## config.mk

```make
export PLATFORM = sky130hd
export DESIGN_NAME = sspw_div
export DESIGN_NICKNAME = d
export VERILOG_FILES = /design/src/sv/sspw_pkg.sv /design/src/sv/sspw_div.sv
export SDC_FILE = /design/constraint.sdc
export NUM_CORES = 1
export LEC_CHECK = 0
export BUFFER_PORTS_ARGS = -buffer_cell sky130_fd_sc_hd__buf_4
export CAP_MARGIN = 5
export CELL_PAD_IN_SITES_DETAIL_PLACEMENT = 0
export CELL_PAD_IN_SITES_GLOBAL_PLACEMENT = 2
export CORE_MARGIN = 2
export CORE_UTILIZATION = 41
export CTS_CLUSTER_DIAMETER = 50
export DETAILED_ROUTE_END_ITERATION = 8
export PLACE_DENSITY = 0.89
export SLEW_MARGIN = 20
export SYNTH_ARGS = -nofsm -noshare
export SYNTH_HDL_FRONTEND = slang
export SYNTH_SLANG_ARGS = --single-unit
```

## constraint.sdc

```tcl
create_clock -name clk -period 12.9 [get_ports clk]
set_clock_uncertainty 0.15 [all_clocks]
set_input_delay 1.935 -clock clk [delete_from_list [all_inputs] [get_ports clk]]
set_output_delay 1.935 -clock clk [all_outputs]
set_load 0.1 [all_outputs]
```

## src/sv/sspw_pkg.sv

```systemverilog
package sspw_pkg;

    localparam int TEX_MAX_WIDTH  = 80;
    localparam int TEX_MAX_HEIGHT = 48;
    localparam int SCREEN_PITCH   = 320;
    localparam int SCREEN_ROWS    = 200;
    localparam int STORE_DEPTH    = TEX_MAX_WIDTH * TEX_MAX_HEIGHT;

    localparam int TEX_AW  = 12;
    localparam int COL_W   = $clog2(TEX_MAX_WIDTH);
    localparam int ROW_W   = $clog2(TEX_MAX_HEIGHT);
    localparam int COL_LO  = COL_W / 2;
    localparam int ROW_LO  = ROW_W / 2;
    localparam int NUM_W   = 16;
    localparam int DEN_W   = 9;
    localparam int LIN_W   = 18;
    localparam int ADDR_W  = 16;

    localparam int CFG_IDX_W  = 3;
    localparam int CFG_DATA_W = 9;

    localparam logic [CFG_IDX_W-1:0] REG_SCALE    = 3'd0;
    localparam logic [CFG_IDX_W-1:0] REG_ORIGIN_X = 3'd1;
    localparam logic [CFG_IDX_W-1:0] REG_ORIGIN_Y = 3'd2;
    localparam logic [CFG_IDX_W-1:0] REG_SRC_W    = 3'd3;
    localparam logic [CFG_IDX_W-1:0] REG_SRC_H    = 3'd4;

    localparam logic ACT_LOAD = 1'b0;
    localparam logic ACT_DRAW = 1'b1;

    typedef struct packed {
        logic [7:0] scale_size;
        logic [8:0] origin_x;
        logic [7:0] origin_y;
        logic [6:0] source_width;
        logic [5:0] source_height;
    } cfg_t;

    typedef struct packed {
        logic              action;
        logic [TEX_AW-1:0] texel_address;
        logic [7:0]        texel_value;
        logic [7:0]        dest_column;
        logic [7:0]        dest_row;
    } item_t;

    typedef struct packed {
        logic              action;
        logic [TEX_AW-1:0] taddr;
        logic [7:0]        tval;
        logic              off;
        logic [ADDR_W-1:0] addr;
    } pass_t;

    typedef struct packed {
        pass_t             p;
        logic [NUM_W-1:0]  num_col;
        logic [NUM_W-1:0]  num_row;
        logic [DEN_W-1:0]  den;
        logic              col_sat;
        logic              row_sat;
    } div_in_t;

    typedef struct packed {
        pass_t             p;
        logic [COL_W-1:0]  scol;
        logic [ROW_W-1:0]  srow;
    } div_out_t;

    typedef struct packed {
        logic [ADDR_W-1:0] buffer_address;
        logic [7:0]        pixel_value;
        logic              write_enable;
        logic              off_screen;
    } result_t;

endpackage

```

## src/sv/sspw_div.sv

```systemverilog
module sspw_div (
    input  logic               clk,
    input  logic               rst_n,
    input  logic               in_valid,
    output logic               in_ready,
    input  sspw_pkg::div_in_t  in_data,
    output logic               out_valid,
    input  logic               out_ready,
    output sspw_pkg::div_out_t out_data
);
    import sspw_pkg::*;

    typedef struct packed {
        pass_t             p;
        logic [NUM_W-1:0]  rem_col;
        logic [NUM_W-1:0]  rem_row;
        logic [COL_W-1:0]  q_col;
        logic [ROW_W-1:0]  q_row;
        logic [DEN_W-1:0]  den;
        logic              col_sat;
        logic              row_sat;
    } div_mid_t;

    div_mid_t c_reg;
    div_mid_t c_next;
    logic     c_valid_reg;
    logic     c_en;
    div_out_t d_reg;
    div_out_t d_next;
    logic     d_valid_reg;
    logic     d_en;

    assign d_en     = !d_valid_reg || out_ready;
    assign c_en     = !c_valid_reg || d_en;
    assign in_ready = c_en;

    // Restoring division, upper quotient bits. A saturated lane is clamped
    // later, so its quotient bits do not matter.
    always_comb
    begin
        logic [NUM_W:0] rc;
        logic [NUM_W:0] rr;
        logic [NUM_W:0] trial;
        rc           = {1'b0, in_data.num_col};
        rr           = {1'b0, in_data.num_row};
        c_next.q_col = '0;
        c_next.q_row = '0;
        for (int i = COL_W - 1; i >= COL_LO; i--)
        begin
            trial = (NUM_W+1)'(in_data.den) << i;
            if (rc >= trial)
            begin
                rc              = rc - trial;
                c_next.q_col[i] = 1'b1;
            end
        end
        for (int i = ROW_W - 1; i >= ROW_LO; i--)
        begin
            trial = (NUM_W+1)'(in_data.den) << i;
            if (rr >= trial)
            begin
                rr              = rr - trial;
                c_next.q_row[i] = 1'b1;
            end
        end
        c_next.p       = in_data.p;
        c_next.rem_col = rc[NUM_W-1:0];
        c_next.rem_row = rr[NUM_W-1:0];
        c_next.den     = in_data.den;
        c_next.col_sat = in_data.col_sat;
        c_next.row_sat = in_data.row_sat;
    end

    always_comb
    begin
        logic [NUM_W:0]   rc;
        logic [NUM_W:0]   rr;
        logic [NUM_W:0]   trial;
        logic [COL_W-1:0] qc;
        logic [ROW_W-1:0] qr;
        rc = {1'b0, c_reg.rem_col};
        rr = {1'b0, c_reg.rem_row};
        qc = c_reg.q_col;
        qr = c_reg.q_row;
        for (int i = COL_LO - 1; i >= 0; i--)
        begin
            trial = (NUM_W+1)'(c_reg.den) << i;
            if (rc >= trial)
            begin
                rc    = rc - trial;
                qc[i] = 1'b1;
            end
        end
        for (int i = ROW_LO - 1; i >= 0; i--)
        begin
            trial = (NUM_W+1)'(c_reg.den) << i;
            if (rr >= trial)
            begin
                rr    = rr - trial;
                qr[i] = 1'b1;
            end
        end
        d_next.p    = c_reg.p;
        d_next.scol = c_reg.col_sat ? COL_W'(TEX_MAX_WIDTH - 1) : qc;
        d_next.srow = c_reg.row_sat ? ROW_W'(TEX_MAX_HEIGHT - 1) : qr;
    end

    always_ff @(posedge clk or negedge rst_n)
    begin
        if (!rst_n)
        begin
            c_valid_reg <= 1'b0;
            d_valid_reg <= 1'b0;
        end
        else
        begin
            if (c_en)
            begin
                c_valid_reg <= in_valid;
            end
            if (d_en)
            begin
                d_valid_reg <= c_valid_reg;
            end
        end
    end

    always_ff @(posedge clk)
    begin
        if (c_en)
        begin
            c_reg <= c_next;
        end
        if (d_en)
        begin
            d_reg <= d_next;
        end
    end

    assign out_valid = d_valid_reg;
    assign out_data  = d_reg;

endmodule

```

# == Yosys cells after proc, flatten, opt, wreduce, memory -nomap -nowiden ==
# Index checks and enable logic that the tools add are counted.
# totals
regBits,141
latch_bits,0
mem_bits_rw,0
mem_bits_ro,0
input_bits,85
memories,0
# op_classes
addsub,11
mul,0
div,0
n_lt_le_gt_ge,13
n_eq_ne,0
shift,0
mux,18
bitwise_logic,0
n_reduce_logical,10
# op_table
op,n
two-way mux 17 bit,9
>= comparator 17 x 10 -> 1 bit,2
>= comparator 17 x 12 -> 1 bit,2
>= comparator 17 x 13 -> 1 bit,2
>= comparator 17 x 9 -> 1 bit,2
subtractor 16 x 11 -> 17 bit,2
subtractor 17 x 10 -> 17 bit,2
subtractor 17 x 13 -> 17 bit,2
>= comparator 16 x 11 -> 1 bit,2
two-way mux 16 bit,2
subtractor 16 x 12 -> 16 bit,2
>= comparator 17 x 14 -> 1 bit,1
subtractor 16 x 14 -> 17 bit,1
subtractor 16 x 15 -> 17 bit,1
subtractor 17 x 14 -> 17 bit,1
>= comparator 16 x 14 -> 1 bit,1
>= comparator 16 x 15 -> 1 bit,1
OR reduction 2 bit,6
two-way mux 1 bit,7
zero test 1 bit,2
logical OR 1 bit,2

# == Longest topological paths before layout ==
# depth
word_depth,8
mapped_depth,50

# == Least setup slack after synthesis ==
# OpenSTA, ideal clock, no wires.
# synth_path
path_type,input to register
from,input port in_data[3] in the netlist's numbering
to,register c_reg[45] in the netlist's numbering (data pin)
setup_ns,0.260
t_arrival_ns,10.767
path_slack_ns,1.722
stages,47
path_cell_list,inv_1 ha_1 and3b_1 or3_4 o2111a_2 nor2_1 buf_6 inv_1 clkbuf_1 nor2_1 a21oi_1 ha_1 a21o_1 a21oi_1 a31oi_1 nand2_1 nand2b_1 or3_1 [... 11 more ...] a21oi_1 and3b_1 clkbuf_1 mux2i_1 ha_1 nor2b_1 o21ai_0 a21boi_0 o21a_1 o21ai_0 nand2_1 a31oi_1 nand3b_1 o22ai_2 and3_1 buf_6 inv_6 mux2_4
# synth_lines
item,line_no,rtl
start: declaration,sspw_div.sv:6,"input sspw_pkg::div_in_t in_data,"
end signal: assignment,sspw_div.sv:132,c_reg <= c_next;
end: declaration,sspw_div.sv:24,div_mid_t c_reg;

==> insert_results.sql <==
INSERT INTO impl_metrics (metric_group, metric, value, unit) VALUES
('global_routing', 'grt_pass1_wl', '44.8', 'mm'),
('die', 'io-pin-count', '138', ''),
('timing', 'holdWs', '0.263', 'ns'),
('timing', 'slew_limit_fails', '0', ''),
('finish', 'fin_area', '0.0136', 'mm²'),
('placement', 'dpl_cell_area', '0.0130', 'mm²'),
('finish', 'antenna_cells', '0', ''),
('die', 'effective_utilization_at_floorplan', '41.5', '%'),
('finish', 'fin_cells', '1708', ''),
('die', 'die_h', '171', 'µm'),
('synth', 'number_of_warnings_issued_by_yosys', '0', ''),
('finish', 'drive_above_1_share', '18.6', '%'),
('placement', 'hpwl', '22.4', 'mm'),
('timing', 'tightest_slew', '0.733', 'ns'),
('finish', 'post-route-util', '49.2', '%'),
('synth', 'synth_enable_flop_cells', '139', ''),
('global_routing', 'grt_pass1_vias', '8669', ''),
('die', 'die_width', '171', 'µm'),
('timing', 'timing.final.hold_violations', '0', ''),
('timing', 'setup_viol_count_final', '0', ''),
('run_status', 'run_status', 'complete, no violations', ''),
('clock_tree', 'inserted_clock_buffers', '17', ''),
('clock_tree', 'htree_num_levels', '4', ''),
('synth', 'yosys.cell_types.count', '87', ''),
('setup_path', 'worst_path_most_repeated_cell', 'sky130_fd_sc_hd__ha_1', ''),
('global_routing', 'number_of_antenna_violations_at_the_first_check_in_global_routing', '0', ''),
('die', 'placement_rows', '61', ''),
('setup_path', 'critPathSlowestCell', 'sky130_fd_sc_hd__o32ai_1', ''),
('setup_path', 'worstSetupPathType', 'input pin to register', ''),
('timing', 'final.min_clock_period', '11.63', 'ns'),
('setup_path', 'worst-path-max-fanout', '11', ''),
('timing', 'final.setup.tns', '0', 'ns'),
('setup_path', 'max_stage_delay', '0.53', 'ns'),
('clock_tree', 'tritoncts', 'done', ''),
('clock_tree', 'cts_root_buf', 'sky130_fd_sc_hd__clkbuf_16', ''),
('finish', 'largest_reg_flops', '88', ''),
('run', 'max_cap_violations', '0', ''),
('clock_tree', 'clkSlewWorstSetupHoldPaths', '0.07', 'ns'),
('clock_tree', 'hold_buffers', '0', ''),
('synth', 'postSynthCellCount', '1166', ''),
('pwr', 'power.switching_fraction', '44.2', '%'),
('timing', 'grt_setup_unrepaired', 'no', ''),
('clock_tree', 'max-clock-path-buffers', '2', ''),
('drt', 'drt_iter0_markers', '402', ''),
('drt', 'post_route_drc', '0', ''),
('global_routing', 'grt_start_max_net_pins', '60', ''),
('placement', 'port_buffers', '137', ''),
('pwr', 'power_switching', '1.40', 'mW'),
('setup_path', 'setup.worst_path.start_class', 'input pin', ''),
('timing', 'final_min_period_over_clock_period', '90.2', '%'),
('setup_path', 'crit_arrival', '11.66', 'ns'),
('setup_path', 'reg2reg_slack', '4.93', 'ns'),
('pwr', 'part_of_the_total_power_dissipated_in_the_clock_network', '15.4', '%'),
('drt', 'routed_wl', '27.9', 'mm'),
('finish', 'final_nets', '1530', ''),
('synth', 'synth-async-reset-ratio', '1.42', '%'),
('pwr', 'power.static_leakage', '5.71', 'nW'),
('drt', 'route.detailed.wl_per_inst', '16.4', 'µm'),
('finish', 'nFillCells', '2612', ''),
('placement', 'setup_slack_placement', '0.673', 'ns'),
('timing', 'setup_slack', '1.27', 'ns'),
('drt', 'viasPerCell', '5.28', ''),
('drt', 'drtAntennaViolNets', '0', ''),
('finish', 'multi_input_comb_area', '0.00685', 'mm²'),
('finish', 'layout.area.seq', '0.00422', 'mm²'),
('synth', 'synth_fp_nets', '1379', ''),
('die', 'die-area', '0.0293', 'mm²'),
('setup_path', 'critical_path_end_type', 'register', ''),
('drt', 'drtPass1Iterations', '5', ''),
('synth', 'ys_dominant_reg_cell', 'sky130_fd_sc_hd__edfxtp_1', ''),
('finish', 'flow.area_growth_from_synthesis', '18.5', '%');
-- metal layers --
metal | share of wire (%) | track usage [%] | wire length [µm] | up-vias
met5 | 0 | 0 | 0 | -
li1 | - | - | - | 4685
met4 | 1.4 | 4.72 | 399 | 0
met1 | 48 | 26.5 | 13500 | 4174
met3 | 2.5 | 2.14 | 699 | 25
met2 | 48 | 32.7 | 13400 | 138
-- power groups by stage --
stage          sequential, mW  combinational (mW)  clock, mW
2_1_floorplan           0.782                1.51          0
3_3_place_gp            0.687                1.98          0
3_5_place_dp            0.688                2.00          0
4_1_cts                 0.678                2.01      0.500
5_1_grt                 0.689                2.27      0.518
6_report                0.678                2.01      0.487
-- layout by cell type (no fill, tap or decap), types with 6 or more instances in the layout --
| master | count |
|---|---|
| sky130_fd_sc_hd__clkbuf_16 | 17 |
| sky130_fd_sc_hd__a31oi_1 | 10 |
| sky130_fd_sc_hd__nor4_1 | 6 |
| sky130_fd_sc_hd__a21o_1 | 38 |
| sky130_fd_sc_hd__xnor2_1 | 43 |
| sky130_fd_sc_hd__inv_1 | 79 |
| sky130_fd_sc_hd__o211ai_1 | 10 |
| sky130_fd_sc_hd__buf_4 | 150 |
| sky130_fd_sc_hd__nand2_1 | 86 |
| sky130_fd_sc_hd__nor3_1 | 22 |
| sky130_fd_sc_hd__a21boi_0 | 14 |
| sky130_fd_sc_hd__and3_1 | 8 |
| sky130_fd_sc_hd__nand3_1 | 10 |
| sky130_fd_sc_hd__o31ai_1 | 13 |
| sky130_fd_sc_hd__o21ai_1 | 9 |
| sky130_fd_sc_hd__or3_1 | 13 |
| sky130_fd_sc_hd__a211oi_1 | 10 |
| sky130_fd_sc_hd__fa_1 | 11 |
| sky130_fd_sc_hd__and2_1 | 10 |
| sky130_fd_sc_hd__nor2_1 | 98 |
| sky130_fd_sc_hd__o21ai_0 | 61 |
| sky130_fd_sc_hd__edfxtp_1 | 139 |
| sky130_fd_sc_hd__o21a_1 | 22 |
| sky130_fd_sc_hd__mux2_2 | 24 |
| sky130_fd_sc_hd__or2_2 | 10 |
| sky130_fd_sc_hd__nand2b_1 | 22 |
| sky130_fd_sc_hd__mux2i_1 | 15 |
| sky130_fd_sc_hd__nor2b_1 | 26 |
| sky130_fd_sc_hd__xor2_1 | 23 |
| sky130_fd_sc_hd__a21oi_1 | 68 |
| sky130_fd_sc_hd__nand4_1 | 18 |
| sky130_fd_sc_hd__mux2_4 | 6 |
| sky130_fd_sc_hd__ha_1 | 117 |
-- worst paths after layout --
path                       depth (start not counted)                 from                         to
setup reg to reg                                  32   c_reg[3]$_DFFE_PP_  out_data[0]$_SDFFCE_PP1P_
min in group asynchronous                          1                rst_n      out_valid$_DFFE_PN0P_
hold reg to reg                                    0  c_reg[81]$_DFFE_PP_     out_data[38]$_DFFE_PP_
hold / removal                                     0  c_reg[81]$_DFFE_PP_     out_data[38]$_DFFE_PP_
setup / recovery                                  43           in_data[3]        c_reg[50]$_DFFE_PP_
max in group asynchronous                          1                rst_n    c_valid_reg$_DFFE_PN0P_
-- layout make-up --
type / count / area share, %
inverter: 82 / 2.30
timing repair buffer: 150 / 8.29
multi-input combinational: 925 / 50.4
clock inverter: 15 / 1.29
tap: 378 / 3.48
sequential: 141 / 31.1
clock buffer: 17 / 3.13
-- Yosys cell counts (24+ instances only) --
cell type / instances / share of area, %
sky130_fd_sc_hd__inv_1: 79 / 2.6
sky130_fd_sc_hd__o21ai_0: 62 / 2.7
sky130_fd_sc_hd__ha_1: 117 / 13
sky130_fd_sc_hd__mux2_2: 24 / 2.4
sky130_fd_sc_hd__a21o_1: 38 / 2.5
sky130_fd_sc_hd__edfxtp_1: 139 / 36
sky130_fd_sc_hd__a21oi_1: 68 / 3.0
sky130_fd_sc_hd__nor2_1: 98 / 3.2
sky130_fd_sc_hd__nor2b_1: 26 / 1.4
sky130_fd_sc_hd__xnor2_1: 43 / 3.3
sky130_fd_sc_hd__nand2_1: 86 / 2.8
-- kinds of logic (layout without fill, tap and decap cells) --
logic type / after synthesis / count (layout) / share of synthesized area (%)
compound gates: 311 / 311 / 18.3
xor+xnor: 66 / 66 / 5.04
fa+ha+maj: 128 / 128 / 14.7
buf+inv: 100 / 264 / 3.49
flops: 141 / 141 / 36.8
mux: 45 / 45 / 4.45
simple gates: 375 / 375 / 17.2
-- critical path: cells and delay by family --
kind	cells	cell delay, ns
AO/OA/AOI/OAI	17	3.78
AND/OR/NAND/NOR	14	2.98
adder cells (fa/ha/maj)	4	1.29
buffers and inverters	6	1.06
multiplexers	2	0.61
Power figures use the tool's default switching activity.
