## config.mk

```make
export PLATFORM = sky130hd
export DESIGN_NAME = sspw_front
export DESIGN_NICKNAME = d
export VERILOG_FILES = /design/src/sv/sspw_pkg.sv /design/src/sv/sspw_front.sv
export SDC_FILE = /design/constraint.sdc
export NUM_CORES = 1
export LEC_CHECK = 0
export BUFFER_PORTS_ARGS = -buffer_cell sky130_fd_sc_hd__clkbuf_2
export CORE_AREA = 5 5 147 149
export CTS_CLUSTER_SIZE = 25
export DETAILED_ROUTE_END_ITERATION = 10
export DIE_AREA = 0 0 152 154
export PLACE_DENSITY_LB_ADDON = 0.05
export SYNTH_ARGS = -nofsm -noshare
export SYNTH_HDL_FRONTEND = slang
export SYNTH_SLANG_ARGS = --single-unit
```

## constraint.sdc

```tcl
create_clock -name clk -period 10 [get_ports clk]
set_clock_uncertainty 0.15 [all_clocks]
set_input_delay 0.5 -clock clk [delete_from_list [all_inputs] [get_ports clk]]
set_output_delay 0.5 -clock clk [all_outputs]
set_load 0.03 [all_outputs]
```

## src/sv/sspw_pkg.sv

```systemverilog
package sspw_pkg;

    localparam int TEX_MAX_WIDTH  = 80;
    localparam int TEX_MAX_HEIGHT = 48;
    localparam int SCREEN_PITCH   = 320;
    localparam int SCREEN_ROWS    = 200;
    localparam int STORE_DEPTH    = TEX_MAX_WIDTH * TEX_MAX_HEIGHT;

    localparam int TEX_AW  = 12;
    localparam int COL_W   = $clog2(TEX_MAX_WIDTH);
    localparam int ROW_W   = $clog2(TEX_MAX_HEIGHT);
    localparam int COL_LO  = COL_W / 2;
    localparam int ROW_LO  = ROW_W / 2;
    localparam int NUM_W   = 16;
    localparam int DEN_W   = 9;
    localparam int LIN_W   = 18;
    localparam int ADDR_W  = 16;

    localparam int CFG_IDX_W  = 3;
    localparam int CFG_DATA_W = 9;

    localparam logic [CFG_IDX_W-1:0] REG_SCALE    = 3'd0;
    localparam logic [CFG_IDX_W-1:0] REG_ORIGIN_X = 3'd1;
    localparam logic [CFG_IDX_W-1:0] REG_ORIGIN_Y = 3'd2;
    localparam logic [CFG_IDX_W-1:0] REG_SRC_W    = 3'd3;
    localparam logic [CFG_IDX_W-1:0] REG_SRC_H    = 3'd4;

    localparam logic ACT_LOAD = 1'b0;
    localparam logic ACT_DRAW = 1'b1;

    typedef struct packed {
        logic [7:0] scale_size;
        logic [8:0] origin_x;
        logic [7:0] origin_y;
        logic [6:0] source_width;
        logic [5:0] source_height;
    } cfg_t;

    typedef struct packed {
        logic              action;
        logic [TEX_AW-1:0] texel_address;
        logic [7:0]        texel_value;
        logic [7:0]        dest_column;
        logic [7:0]        dest_row;
    } item_t;

    typedef struct packed {
        logic              action;
        logic [TEX_AW-1:0] taddr;
        logic [7:0]        tval;
        logic              off;
        logic [ADDR_W-1:0] addr;
    } pass_t;

    typedef struct packed {
        pass_t             p;
        logic [NUM_W-1:0]  num_col;
        logic [NUM_W-1:0]  num_row;
        logic [DEN_W-1:0]  den;
        logic              col_sat;
        logic              row_sat;
    } div_in_t;

    typedef struct packed {
        pass_t             p;
        logic [COL_W-1:0]  scol;
        logic [ROW_W-1:0]  srow;
    } div_out_t;

    typedef struct packed {
        logic [ADDR_W-1:0] buffer_address;
        logic [7:0]        pixel_value;
        logic              write_enable;
        logic              off_screen;
    } result_t;

endpackage

```

## src/sv/sspw_front.sv

```systemverilog
module sspw_front (
    input  logic              clk,
    input  logic              rst_n,
    input  logic              in_valid,
    output logic              in_ready,
    input  sspw_pkg::item_t   in_item,
    input  sspw_pkg::cfg_t    cfg,
    output logic              out_valid,
    input  logic              out_ready,
    output sspw_pkg::div_in_t out_data
);
    import sspw_pkg::*;

    typedef struct packed {
        logic              action;
        logic [TEX_AW-1:0] taddr;
        logic [7:0]        tval;
        logic [NUM_W-1:0]  num_col;
        logic [NUM_W-1:0]  num_row;
        logic [DEN_W-1:0]  den;
        logic [8:0]        ysum;
        logic [9:0]        xsum;
    } front_a_t;

    front_a_t         a_reg;
    front_a_t         a_next;
    logic             a_valid_reg;
    logic             a_en;
    div_in_t          b_reg;
    div_in_t          b_next;
    logic             b_valid_reg;
    logic             b_en;

    logic [7:0]       s_eff;
    logic [8:0]       col1;
    logic [8:0]       row1;
    logic [NUM_W-1:0] prod_col;
    logic [NUM_W-1:0] prod_row;
    logic [LIN_W-1:0] lin;
    logic [NUM_W:0]   lim_col;
    logic [NUM_W:0]   lim_row;
    logic             off;

    assign b_en     = !b_valid_reg || out_ready;
    assign a_en     = !a_valid_reg || b_en;
    assign in_ready = a_en;

    // Rounded mapping numerator: 2*(pos+1)*extent + scale, over 2*scale.
    always_comb
    begin
        s_eff    = (cfg.scale_size == 8'd0) ? 8'd1 : cfg.scale_size;
        col1     = {1'b0, in_item.dest_column} + 9'd1;
        row1     = {1'b0, in_item.dest_row} + 9'd1;
        prod_col = NUM_W'({col1, 1'b0}) * NUM_W'(cfg.source_width);
        prod_row = NUM_W'({row1, 1'b0}) * NUM_W'(cfg.source_height);

        a_next.action  = in_item.action;
        a_next.taddr   = in_item.texel_address;
        a_next.tval    = in_item.texel_value;
        a_next.num_col = prod_col + NUM_W'(s_eff);
        a_next.num_row = prod_row + NUM_W'(s_eff);
        a_next.den     = {1'b0, s_eff} << 1;
        a_next.ysum    = 9'(cfg.origin_y) + 9'(in_item.dest_row);
        a_next.xsum    = 10'(cfg.origin_x) + 10'(in_item.dest_column);
    end

    always_comb
    begin
        lin     = LIN_W'(a_reg.ysum) * LIN_W'(SCREEN_PITCH) + LIN_W'(a_reg.xsum);
        off     = lin >= LIN_W'(SCREEN_PITCH * SCREEN_ROWS);
        lim_col = (NUM_W+1)'(a_reg.den) * (NUM_W+1)'(TEX_MAX_WIDTH);
        lim_row = (NUM_W+1)'(a_reg.den) * (NUM_W+1)'(TEX_MAX_HEIGHT);

        b_next.p.action = a_reg.action;
        b_next.p.taddr  = a_reg.taddr;
        b_next.p.tval   = a_reg.tval;
        b_next.p.off    = off;
        b_next.p.addr   = off ? '0 : lin[ADDR_W-1:0];
        b_next.num_col  = a_reg.num_col;
        b_next.num_row  = a_reg.num_row;
        b_next.den      = a_reg.den;
        b_next.col_sat  = {1'b0, a_reg.num_col} >= lim_col;
        b_next.row_sat  = {1'b0, a_reg.num_row} >= lim_row;
    end

    always_ff @(posedge clk or negedge rst_n)
    begin
        if (!rst_n)
        begin
            a_valid_reg <= 1'b0;
            b_valid_reg <= 1'b0;
        end
        else
        begin
            if (a_en)
            begin
                a_valid_reg <= in_valid;
            end
            if (b_en)
            begin
                b_valid_reg <= a_valid_reg;
            end
        end
    end

    always_ff @(posedge clk)
    begin
        if (a_en)
        begin
            a_reg <= a_next;
        end
        if (b_en)
        begin
            b_reg <= b_next;
        end
    end

    assign out_valid = b_valid_reg;
    assign out_data  = b_reg;

endmodule

```

== After elaboration in Yosys (flattened, before gate mapping) ==
Cells that the tools add are included.

* Flip-flop bits (word level): 162
* Input port bits: 79
* Output and inout bits: 83
* Word-level logic and storage cells: 41

* Add/subtract/negate cells: 7
* Multiply operators: 5
* Order comparisons: 3
* Multiplexer cells: 1
* Reduce and logical (&&, ||, !) cells: 5

{| class="wikitable"
|+ Operators by type and width
! operator !! number
|-
| adder 16 x 8 -> 16 bit || 2
|-
| adder 18 x 10 -> 18 bit || 1
|-
| adder 8 x 1 -> 9 bit (second input constant) || 2
|-
| >= comparator 18 x 16 -> 1 bit (second input constant) || 1
|-
| >= comparator 16 x 15 -> 1 bit || 1
|-
| >= comparator 16 bit || 1
|-
| multiplier 9 x 6 -> 15 bit || 1
|-
| multiplier 9 x 7 -> 15 bit || 1
|-
| multiplier 9 x 3 -> 12 bit (second input constant) || 1
|-
| multiplier 8 x 3 -> 11 bit (second input constant) || 1
|-
| adder 9 x 8 -> 10 bit || 1
|-
| multiplier 8 x 2 -> 10 bit (second input constant) || 1
|-
| adder 8 x 8 -> 9 bit || 1
|-
| logical NOT 8 bit || 1
|-
| two-way mux 8 bit || 1
|-
| logical NOT 1 bit || 2
|-
| logical OR 1 bit || 2
|}

== Logic depth before layout (Yosys ltp) ==
Gate-level depths: netlist of the first run.

* Word-level depth: 3
* Depth in mapped cells: 22
* Mapped depth without buffers: 21

== Worst setup path after synthesis of the first run ==
No wires, ideal clock.

* Path kind: input -> register
* Start: input in_item[8] (netlist name)
* End: register a_reg[59] (netlist name), data pin
* Data arrival time: 5,276 ps
* Required time: 9,592 ps
* Path slack: 4,316 ps
* Cell stages on the path: 21
* Buffers on the path: 0
* Cell sequence: ha_1 nand3_1 xor2_1 nor2b_1 fa_1 inv_1 fa_1 inv_1 fa_1 inv_1 fa_1 inv_1 ha_1 o21ai_0 a2111oi_0 a311oi_1 nor2_1 nand2_1 nor4b_1 nand3_1 xnor2_1

{| class="wikitable"
|+ RTL lines
! element !! line !! RTL
|-
| start: declaration || sspw_front.sv:6 || <nowiki>input sspw_pkg::item_t in_item,</nowiki>
|-
| end signal: assignment || sspw_front.sv:110 || <nowiki>a_reg <= a_next;</nowiki>
|-
| end: declaration || sspw_front.sv:25 || <nowiki>front_a_t a_reg;</nowiki>
|}

==> results.md, run 1 <==
- CP max FO: 11
- Leakage: 6.24 nW
- Core area: 20000 µm²
- Final Hold Fails: 0
- CTS tree: yes
- WP data arrival: 5.94 ns
- Outcome: finished, final reports clean
- Startpoint types: input pin
- Drt total wl: 23500 µm
- R2R Path Start: a_reg[11]
- Port Buffer Count: 160
- Mean Syn Cell Area: 11.6 µm²
- Antenna fix cells: 0
- FMAX: 0.169 GHz
- Total power: 3.44 mW
- Most frequent cells in the layout: clkbuf_2, edfxtp_1, ha_1, inv_1, fa_1
- Number of CTS-inserted buffers: 17
- #FFs+latches synth: 158
- IO Count: 162
- H-tree levels: 4
- Final setup viols: 0
- Post-route ant nets: 0
- Hold Crit Class: in2reg
- Number of enable-type register cells in the synthesized netlist: 156
- Worst-Skew Late Latency: 0.43 ns
- Congestion Overflow GR: 0
- DIE WIDTH: 152 µm
- Initial antenna violation count: 0
- Yosys cell types: 62
- Clk root buf: clkbuf_16
- FF-to-FF End: out_data[45]
- Critical path endpoint category: register
- Gpl congestion: 0.867
- Initial Utilization: 59.1%
- R2r worst-path depth: 12
- R2R Setup Slk: 6.04 ns
- Slew HR: 29.7%
- Initial DRT Pass Iterations: 5
- Share of cells above drive strength 1: 17.8%
- Crit path time final: 5.93 ns
- Worst hold start: in_item[35]
- Mapped Area: 11800 µm²
- Vias in the first global route: 7787
- Die H: 154 µm
- Net Count, Synth: 1320
- Vias: 7801
- CTS Sinks: 158
- Post-DR vias/cell: 5.29
- Synth warn: 0
- Worst Hold Path EP: a_reg[79]
- Post-layout net count: 1488
- Worst-case vdd ir drop: 0.112 mV
- Inst Count DP: 1442
- Maximum clock path buffer count: 2
- Detailed-route wire length per cell: 15.9 µm
- Post-cts gate resize count: 0
- Largest net degree at the start of global routing: 80
- Sequential fraction of the synthesis area: 40.0%
- Area Overhead vs Synth: 14.5%
- Fin crit share: 59.3%
- CP required: 10.02 ns
- Worst Max-Slew Pin Slew: 1.05 ns
- Die ar.: 23400 µm²
- Site Rows: 52
- Post-synth top flop: edfxtp_1
- Max Slew Vio Count: 0
- DPL Wire Length: 18900 µm
- Max-cap viol count: 0
- Commonest non-fill, non-tap cell in the layout: clkbuf_2
- Hold_buf cts: 1
- Hold path depth: 1
- Cell count after synthesis: 1024
- CP startpoint: in_item[8]
- Initial drt markers: 302
- Setup Total Neg Slack: 0 ns
- Clk slew on worst S/H paths: 0.07 ns
- Ys async rst share: 1.27%
- Tot GR Track Use: 20.4%
- First-pass GRT wire length: 38800 µm
- Crit Path Category: in2reg
- DRC: 0
- Setup bufs post-CTS: 0
- RSZ-0062 raised after global routing: false
- Final Instance Count excl. Fillers: 1475
- Pwr dens: 253 nW/µm²
## synthesized netlist by cell type (all sizes together) (2+ instances only)
master	count	share of area (%)
o21ai	27	1.1
a21boi	3	0.19
nand2b	21	1.1
nor2	46	1.6
dfrtp	2	0.42
a311oi	3	0.22
nand4	4	0.21
a211oi	5	0.32
or2	5	0.26
xor2	36	2.7
or4b	2	0.17
o31ai	5	0.43
a21oi	41	1.8
nor3	13	0.55
nor4b	2	0.15
a211o	4	0.30
clkbuf	8	0.25
o21a	10	0.63
or3	2	0.11
nor2b	64	3.4
fa	70	12
and3	4	0.21
or4	2	0.13
nand3	10	0.42
ha	147	16
and2	40	2.1
a31oi	2	0.11
edfxtp	156	40
nor4	3	0.21
o21bai	12	0.76
nor3b	4	0.25
inv	126	4.0
xnor2	55	4.1
a21o	25	1.6
buf	5	0.32
nand2	38	1.2
nand3b	2	0.13
o211ai	5	0.43
## worst max-delay path by stage
stage	cells after the start	slack, ns	to
after floorplan	21	4.32	a_reg[59]
final	22	4.07	a_reg[59]
after global placement	22	3.84	a_reg[59]
after detailed placement	20	3.60	a_reg[59]
after global routing	21	3.62	a_reg[59]
after CTS	22	4.05	a_reg[59]
## per-stage QoR
step	instance area [µm²]	worst slack (ns)	hold slack (ns)	util, %
after floorplan	11800	4.32	0.0544	-
after global placement	12900	3.84	0.139	64.5
after detailed placement	12900	3.60	0.139	64.5
after CTS	13600	4.05	0.0803	67.7
after global routing	13600	3.62	0.0790	67.7
final	13600	4.07	0.0941	67.7
## area by class of cell
class,count,area (µm²)
fill,1632,6470
tap,270,338
timing repair buffer,162,818
inverter,126,473
clock inverter,15,196
sequential,158,4730
multi-input combinational,727,6580
clock buffer,17,425
## logic make-up after synthesis
logic type / Yosys count / share of synthesized area (%)
adders and majority gates: 217 / 27.4
DFF: 158 / 40.0
muxes: 1 / 0.0950
AOI/OAI and AO/OA: 153 / 8.82
other: 1 / 0.0317
buffers and inverters: 139 / 4.56
and+or+nand+nor: 264 / 12.5
xor gates and xnor gates: 91 / 6.73
## per-layer routing
metal	GRT usage (%)	part of all wire, %
met3	3.68	4.7
met5	0	0
met1	29.0	47
met4	4.92	1.2
met2	32.9	47
## report_power, final
| part | internal [mW] | switching (mW) | total, mW |
|---|---|---|---|
| Combinational | 0.691 | 0.994 | 1.69 |
| Sequential | 0.986 | 0.0841 | 1.07 |
| Clock | 0.401 | 0.279 | 0.681 |
## critical path: stages
cell and delay, ns:
clkbuf_2 0.17, ha_1 0.28, nand3_1 0.11, xor2_1 0.48
nor2b_1 0.14, fa_1 0.52, inv_1 0.05, fa_1 0.47
inv_1 0.05, fa_1 0.53, inv_1 0.05, fa_1 0.52
inv_1 0.04, ha_1 0.35, o21ai_0 0.13, a2111oi_0 0.38
a311oi_1 0.12, nor2_1 0.18, nand2_1 0.12, nor4b_1 0.42
nand3_1 0.17, xnor2_1 0.17
No activity file was read; power rests on OpenSTA's default activity.
==> run 2: changes to the inputs <==
ABC_AREA = 1   (was default)
CORE_AREA = 5 5 150 152   (was 5 5 147 149)
DIE_AREA = 0 0 155 157   (was 0 0 152 154)
clock period = 5.8 ns   (was 10 ns; I/O delays follow)
==> run 2 against run 1 <==
Setup slack lost 3.6 ns. Synthesized cell count up 27%. Utilization up 0.86 points. First-iteration DRC count up 34%. Critical endpoint is now a_reg[58]. Largest cell class unchanged. Largest power group unchanged.
==> results.md, run 2 <==
- Crit-path slowest cell: fa_1
- Post-route ant nets: 0 (unchanged)
- Die H: 157 µm (+1.9%)
- Post-layout net count: 1800 (+21%)
- CTS tree: yes
- Xor/xnor cell area share of the yosys netlist: 5.04% (-1.7 points)
- Largest net degree at the start of global routing: 62 (-23%)
- Area leader, netlist: edfxtp_1
- Reg area: 4730 µm² (unchanged)
- Number of CTS-inserted buffers: 17 (unchanged)
- DRC: 0 (unchanged)
- Vias in the first global route: 9571 (+23%)
- #FFs+latches synth: 158 (unchanged)
- Post-synth top flop: edfxtp_1
- Multiplexer share of the synthesized area: 0% (-0.095 points)
- DIE WIDTH: 155 µm (+2.0%)
- Congestion Overflow GR: 0 (unchanged)
- Maximum clock path buffer count: 2 (unchanged)
- Worst hold start: cfg[35]
- Area Overhead vs Synth: 16.4%
- Gpl congestion: 0.870 (+0.32%)
- Worst-Skew Late Latency: 0.42 ns (about the same)
- CTS Sinks: 158 (unchanged)
- Slew HR: 44.1% (+14 points)
- Site Rows: 53 (+1.9%)
- Initial DRT Pass Iterations: 5 (unchanged)
- Core area: 20900 µm² (+4.2%)
- CP Buf/Inv Count: 5 (unchanged)
- Final Hold Fails: 0 (unchanged)
- CP top delay family: adder cells
- Critical path endpoint category: register
- Setup Total Neg Slack: 0 ns (unchanged)
- Clk slew on worst S/H paths: 0.07 ns (about the same)
- Leakage: 7.31 nW (+17%)
- Crit Path Category: in2reg
- Worst-case vdd ir drop: 0.313 mV (+180%)
- Post-cts gate resize count: 0 (unchanged)
- IO Count: 162 (unchanged)
- Number of enable-type register cells in the synthesized netlist: 156 (unchanged)
- Inst Count DP: 1733 (+20%)
- Detailed-route wire length per cell: 15.6 µm (-2.1%)
- Post-synthesis adder-cell area fraction: 26.3% (-1.0 points)
- Startpoint types: input pin
- Outcome: finished, final reports clean
- Mapped Area: 12300 µm² (+3.8%)
- Max incr delay on CP: 0.54 ns (about the same)
- Top-count cell post-synth: inv_1
- H-tree levels: 4 (unchanged)
- Tot GR Track Use: 23.8% (+3.4 points)
- Port Buffer Count: 160 (unchanged)
- Final Instance Count excl. Fillers: 1792 (+21%)
- Commonest non-fill, non-tap cell in the layout: inv_1
- CP startpoint: in_item[9]
- First-pass GRT wire length: 46300 µm (+19%)
- Hold Crit Class: in2reg
- Synth Area in Compound Gates: 4.73% (-4.1 points)
- Initial Utilization: 58.9% (-0.22 points)
- Synth top area cells: edfxtp_1, ha_1, fa_1
- Post-Synth Simple-Gate Area: 17.1% (+4.6 points)
- Die ar.: 24300 µm² (+4.0%)
- FMAX: 0.186 GHz
- Hold slack: 0.0176 ns (-0.0765 ns)
- WP data arrival: 5.39 ns (-0.55 ns)
- CP required: 5.82 ns (-4.20 ns)
- Cell count after synthesis: 1297 (+27%)
- Mean Syn Cell Area: 9.49 µm² (-18%)
- Share of cells above drive strength 1: 15.9% (-1.9 points)
- Sequential fraction of the synthesis area: 38.5% (-1.5 points)
- Most frequent cells in the layout: inv_1, nand2_1, clkbuf_2, edfxtp_1, ha_1
- Yosys cell types: 42 (-32%)
- Pwr dens: 422 nW/µm² (+67%)
- Largest family of logic cells by synthesized area: adder cells
- Fin crit share: 92.6%
- Max-cap viol count: 0 (unchanged)
- DPL Wire Length: 22000 µm (+17%)
- Share of the synthesized area in the top cell type: 38.1% (-1.5 points)
- Post-DR vias/cell: 5.16 (-2.4%)
- CP max FO: 6 (-5)
- RSZ-0062 raised after global routing: false
- Max Slew Vio Count: 0 (unchanged)
- Drt total wl: 27900 µm (+19%)
- Ys async rst share: 1.27% (unchanged)
- Area of the multi-input gates: 6570 µm² (-0.15%)
- Synth cell count leaders: inv_1, nand2_1, edfxtp_1
- Fillers: 1672 (+2.5%)
- Vias: 9249 (+19%)
- Initial drt markers: 405 (+34%)
- Initial antenna violation count: 0 (unchanged)
- Net Count, Synth: 1593 (+21%)
- Design Area, Final: 14300 µm² (+5.6%)
- Area after DPL: 13500 µm² (+4.3%)
- Worst Max-Slew Pin Slew: 0.838 ns (-0.213 ns)
- Crit path time final: 5.37 ns
- Final setup viols: 0 (unchanged)
- R2R Path Start: a_reg[21]
- Clk root buf: clkbuf_16
- Synth warn: 0 (unchanged)
- Antenna fix cells: 0 (unchanged)
run 2: cell count changes after synthesis, moves of 10 or more:
cell      before  now
inv_1        126  251
nor2b_1       63    0
nand4_1        4   17
nand2b_1      21    1
nand2_1       38  221
a21o_1        25    5
a21oi_1       40   54
xor2_1        36   50
nand3_1       10   56
nor2_1        37  139
o21a_1        10    0
xnor2_1       55   19
and2_1        40    1
run 2: final cells by class:
class	count	share of cell area (%)
flip-flops and latches	158	33.1
clock inverters	14	0.926
repair buffers	199	8.11
inverters	253	6.63
well taps	275	2.40
multi-input cells	875	45.9
clock buffers	18	3.00
run 2: report_power, final:
| group | internal (mW) | switching, mW |
|---|---|---|
| combinational | 1.11 | 2.04 |
| clock | 0.564 | 0.502 |
| sequential | 1.70 | 0.134 |
| total | 3.37 | 2.68 |
run 2: worst paths after layout:
check                                to  depth (start not counted)  slack, ns
setup reg to reg            out_data[1]                         16       2.10
min in group asynchronous     out_valid                          2       0.04
max in group asynchronous   a_valid_reg                          2       5.35
hold / removal                a_reg[25]                          1       0.02
hold reg to reg            out_data[62]                          0       0.27
setup / recovery              a_reg[58]                         27       0.43
run 2: kinds of logic after synthesis:
| kind of cell | after synthesis |
|---|---|
| AOI/OAI and AO/OA | 105 |
| xor gates and xnor gates | 70 |
| adders and majority gates | 217 |
| buffers and inverters | 264 |
| DFF | 158 |
| other | 1 |
| and+or+nand+nor | 482 |
run 2: routing by layer:
layer / vias up / GRT usage [%] / part of all wire (%)
met5: - / 0 / 0
met4: 0 / 7.44 / 2.6
met3: 50 / 3.71 / 5.2
met2: 271 / 41.1 / 47
met1: 4327 / 31.1 / 45
li1: 4601 / - / -
run 2: per-stage QoR:
step	power, mW	setup slack, ns	util (%)
5_1_grt	6.60	0.0687	68.6
2_1_floorplan	4.23	0.436	-
6_report	6.05	0.430	68.6
4_1_cts	6.10	0.434	68.6
3_5_place_dp	4.97	0.0591	64.6
3_3_place_gp	4.92	0.160	64.6
run 2: timing repair:
item                       CTS  global route
buffers inserted             0             0
setup endpoints to repair    0             0
hold endpoints to repair    28             0
hold buffers                27             0
